--- config.mk ---
export PLATFORM = sky130hd
export DESIGN_NAME = lpl_cell
export DESIGN_NICKNAME = d
export VERILOG_FILES = /design/src/rtl/lpl_pkg.sv /design/src/rtl/lpl_cell.sv
export SDC_FILE = /design/constraint.sdc
export NUM_CORES = 1
export LEC_CHECK = 0
export ABC_AREA = 1
export BUFFER_PORTS_ARGS = -buffer_cell sky130_fd_sc_hd__buf_2
export CORE_AREA = 4 4 226 228
export CTS_CLUSTER_SIZE = 28
export DETAILED_ROUTE_END_ITERATION = 10
export DIE_AREA = 0 0 230 232
export PLACE_DENSITY = 0.7
export SYNTH_ARGS = -nofsm -noshare
export SYNTH_HDL_FRONTEND = slang
export SYNTH_SLANG_ARGS = --single-unit
--- constraint.sdc ---
create_clock -name clk -period 3.1 [get_ports clk]
set_input_delay 0 -clock clk [delete_from_list [all_inputs] [get_ports clk]]
set_output_delay 0 -clock clk [all_outputs]
set_load 0.01 [all_outputs]
--- src/rtl/lpl_pkg.sv ---
`timescale 1ns / 1ps

package lpl_pkg;

    localparam logic [1:0] ACT_WRITE  = 2'd0;
    localparam logic [1:0] ACT_INVAL  = 2'd1;
    localparam logic [1:0] ACT_LOOKUP = 2'd2;

    localparam logic [7:0] MAX_PFX_LEN = 8'd128;

    typedef struct packed {
        logic [1:0]  action;
        logic [3:0]  slot;
        logic [63:0] entry_hi;
        logic [63:0] entry_lo;
        logic [7:0]  entry_len;
        logic [63:0] query_hi;
        logic [63:0] query_lo;
        logic [7:0]  want_len;
    } lpl_req_t;

    typedef struct packed {
        logic       found;
        logic [3:0] hit_slot;
        logic [7:0] hit_len;
    } lpl_rsp_t;

    // Item as it travels down the chain, with the best match found so far.
    typedef struct packed {
        logic        valid;
        logic [1:0]  action;
        logic [3:0]  slot;
        logic [63:0] entry_hi;
        logic [63:0] entry_lo;
        logic [7:0]  entry_len;
        logic [63:0] query_hi;
        logic [63:0] query_lo;
        logic [7:0]  want_len;
        logic        have;
        logic [3:0]  best_slot;
        logic [7:0]  best_len;
    } lpl_tok_t;

endpackage

--- src/rtl/lpl_cell.sv ---
`timescale 1ns / 1ps

module lpl_cell #(
    parameter int IDX = 0
) (
    input  logic              clk,
    input  logic              rst_n,
    input  logic              adv,
    input  lpl_pkg::lpl_tok_t tok_in,
    output lpl_pkg::lpl_tok_t tok_out
);
    import lpl_pkg::*;

    logic [63:0]  hi_reg;
    logic [63:0]  lo_reg;
    logic [7:0]   len_reg;
    logic         valid_reg;
    logic         valid_next;
    lpl_tok_t     tok_reg;
    lpl_tok_t     tok_next;
    logic [127:0] mask;
    logic         matched;
    logic         take;
    logic         slot_hit;

    assign slot_hit = tok_in.valid && (32'(tok_in.slot) == IDX);

    always_comb
    begin
        mask    = ~({128{1'b1}} >> len_reg);
        matched = valid_reg &&
                  ((({hi_reg, lo_reg} ^ {tok_in.query_hi, tok_in.query_lo}) & mask) == '0);
        take = 1'b0;
        if (tok_in.action == ACT_LOOKUP && matched)
        begin
            if (tok_in.want_len != 8'd0)
                take = !tok_in.have && (len_reg == tok_in.want_len);
            else
                take = !tok_in.have || (len_reg > tok_in.best_len);
        end
        tok_next = tok_in;
        if (take)
        begin
            tok_next.have      = 1'b1;
            tok_next.best_slot = 4'(IDX);
            tok_next.best_len  = len_reg;
        end
        valid_next = valid_reg;
        if (adv && slot_hit && tok_in.action == ACT_WRITE)
            valid_next = 1'b1;
        else if (adv && slot_hit && tok_in.action == ACT_INVAL)
            valid_next = 1'b0;
    end

    // Entry contents: no reset, only read behind the valid bit.
    always_ff @(posedge clk)
    begin
        if (adv && slot_hit && tok_in.action == ACT_WRITE)
        begin
            hi_reg  <= tok_in.entry_hi;
            lo_reg  <= tok_in.entry_lo;
            len_reg <= tok_in.entry_len;
        end
    end

    always_ff @(posedge clk or negedge rst_n)
    begin
        if (!rst_n)
        begin
            valid_reg <= 1'b0;
            tok_reg   <= '0;
        end
        else
        begin
            valid_reg <= valid_next;
            if (adv)
                tok_reg <= tok_next;
        end
    end

    assign tok_out = tok_reg;

endmodule

==> metrics.cfg <==
[outcome]
status = finished clean

[logic_synthesis]
synth_fp_nets = 2518
yosysSeqAreaShare_pct = 60.00
syn_area_per_cell_um2 = 8.590
synth_area_mm2 = 0.01903
ys_warn_count = 0
ys_types = 32
synth-seq-cells = 429
synthCells = 2215

[routing]
finalWirelength_um = 77150
drc = 0
final_antenna_net_count = 0
wire_per_inst_um = 20.22
vias_per_cell = 4.932
dr.first_iter.drc_count = 1397
drt-pass1-iter-count = 6
vias = 18820

[global_routing]
antenna_found_initial = 2
grt_usage_pct = 27.92
grt_max_degree = 121
grt.overflow.total = 0
first_global_vias = 19180
grt_pass1_wl_um = 114500

[floorplanning]
ioPinCount = 587
core-area_mm2 = 0.04885
die_w_um = 230
die_h_um = 232
dieArea_mm2 = 0.05336
start_util_pct = 38.95
std_cell_rows = 81

[pwr]
ir_worst_vdd_v = 0.0004856
p_per_area_mw_per_mm2 = 513.3
leakage_nw = 14.28

[finish]
drive_above_1_share_pct = 23.23
layout_common_cells = 1135 x nand2_1, 584 x buf_2, 295 x dlygate4sd3_1
fin_area_mm2 = 0.02743
nNetsFinal = 3414
layout_commonest_cell = nand2_1
largest_reg_flops = 292
area_delta_synth_final_pct = 44.15

[placed_design]
dp_hpwl_um = 56060
port_buffers = 586
place_congestion = 1.032
preCtsSetupSlack_ps = 175.1
place_area_mm2 = 0.02290

[sta]
slew_viol_final = 0
hold_slack_ps = 72.59
finalSetupTns_ps = 0
fin_ws_ps = 260.4
max_freq_mhz = 352.2
tightest_slew_ps = 952.3
setup_viol = 0
rsz0062_at_grt = false
period_needed_ps = 2840
finalHoldViolCount = 0
slew-limit-headroom_pct = 36.51
skew_ps = 13.76
period_share_pct = 91.60

[job]
cap_violations = 0

[setup_path]
cp.arrival_ps = 3340
r2r_cells = 16
path_class = reg -> reg
path_max_fanout = 13
end_kind = flop
cp_data_required_time_ps = 3600
cp-start-kind = flop

[worst_hold_path]
hold_class = in -> async

[clocking]
cts_tree = built
cts-buffers-inserted = 47
cts_root_buf = clkbuf_16
clkSinkCount = 429
clk_pin_slew_ps = 60
clk_latency_ps = 570
htree_levels = 2
clock_tree.buffer_depth = 3

[worst max-delay path: stages, from the launching register on]
cell and delay (ps):
edfxtp_1 570, nor2_2 290, buf_4 250, nand2_2 120, nor2_1 130, nor2_1 50
nor2_1 160, nand2_1 70, nor2_1 80, nand2_1 80, nor2_1 140, nand3_1 150
nor2_4 250, nand2_4 160, nand2_1 110, nand3_1 70, nand2_1 100
[path summary, 6_finish.rpt]
kind | start | to | slack (ps)
min in group clk | tok_in[172] | lo_reg[15] | 160
max in group asynchronous | rst_n | tok_out[200] | 2110
worst max-delay path | len_reg[7] | tok_out[5] | 260
worst max register to register | len_reg[7] | tok_out[5] | 260
worst min-delay path | rst_n | tok_out[100] | 70
worst min register to register | tok_out[140] | tok_out[140] | 470
[cell type report]
class,instances,area [um^2]
clock inverters,16,162.7
inverters,140,536.8
well taps,664,830.8
repair buffers,925,6347
fillers,4164,21420
multi-input cells,1568,6744
flip-flops and latches,429,11420
clock buffers,69,1380
diodes,4,10.01
[power by group]
part,internal [mW],switching (mW)
logic,0.865,1.19
registers,6.20,0.203
clock network,3.33,2.29
[layer usage]
layer,global-route usage [%],routed length [um],up-vias
met5,0,13,-
met4,13.25,4159,2
met1,33.63,29800,8971
met2,48.56,38020,940
met3,5.164,5158,250
li1,-,-,8652
[Yosys cell counts]
cell type / count / share of area [%]
or2_2: 6 / 0.20
o21bai_1: 2 / 0.079
xnor2_1: 33 / 1.5
nor2_1: 131 / 2.6
buf_2: 6 / 0.16
a21oi_1: 18 / 0.47
clkbuf_1: 64 / 1.3
dfrtp_1: 293 / 39
xor2_1: 50 / 2.3
inv_1: 136 / 2.7
clkinv_1: 2 / 0.039
nand2_1: 1135 / 22
o21ai_0: 83 / 2.2
inv_2: 2 / 0.039
buf_4: 3 / 0.12
nor4_1: 2 / 0.066
o21ai_1: 3 / 0.079
nor2_2: 7 / 0.23
buf_6: 5 / 0.30
nand3_1: 67 / 1.8
nor2_4: 5 / 0.30
nor3_1: 3 / 0.079
a22oi_1: 1 / 0.039
ha_1: 8 / 0.53
edfxtp_1: 136 / 21
nand2_2: 1 / 0.033
o21a_1: 1 / 0.039
o211ai_1: 2 / 0.079
o22ai_1: 1 / 0.033
nand2_4: 4 / 0.24
nand3b_1: 2 / 0.079
nand4_1: 3 / 0.099
[cells by family after synthesis]
| group | synth area share [%] |
|---|---|
| AO/OA/AOI/OAI | 3.005 |
| XOR/XNOR | 3.821 |
| flip-flops | 60.00 |
| AND/OR/NAND/NOR | 28.05 |
| adder cells (fa/ha/maj) | 0.5261 |
| buffers and inverters | 4.597 |
[metrics by stage]
| stage | util [%] | std cells | total power [mW] |
|---|---|---|---|
| final | 56.15 | 3815 | 14.08 |
| after global placement | 46.87 | 3428 | 8.174 |
| after CTS | 56.07 | 3808 | 14.15 |
| after floorplan | - | 2215 | 7.187 |
| after global routing | 56.13 | 3811 | 14.63 |
| after detailed placement | 46.87 | 3428 | 8.216 |
[repair_timing]
item / CTS / global route
setup endpoints to repair: 0 / 13
buffers inserted: 0 / 3
endpoints found under the hold margin: 557 / 0
hold buffers: 295 / 0
gates resized for setup: 0 / 1
No activity file was read; power rests on OpenSTA's default activity.
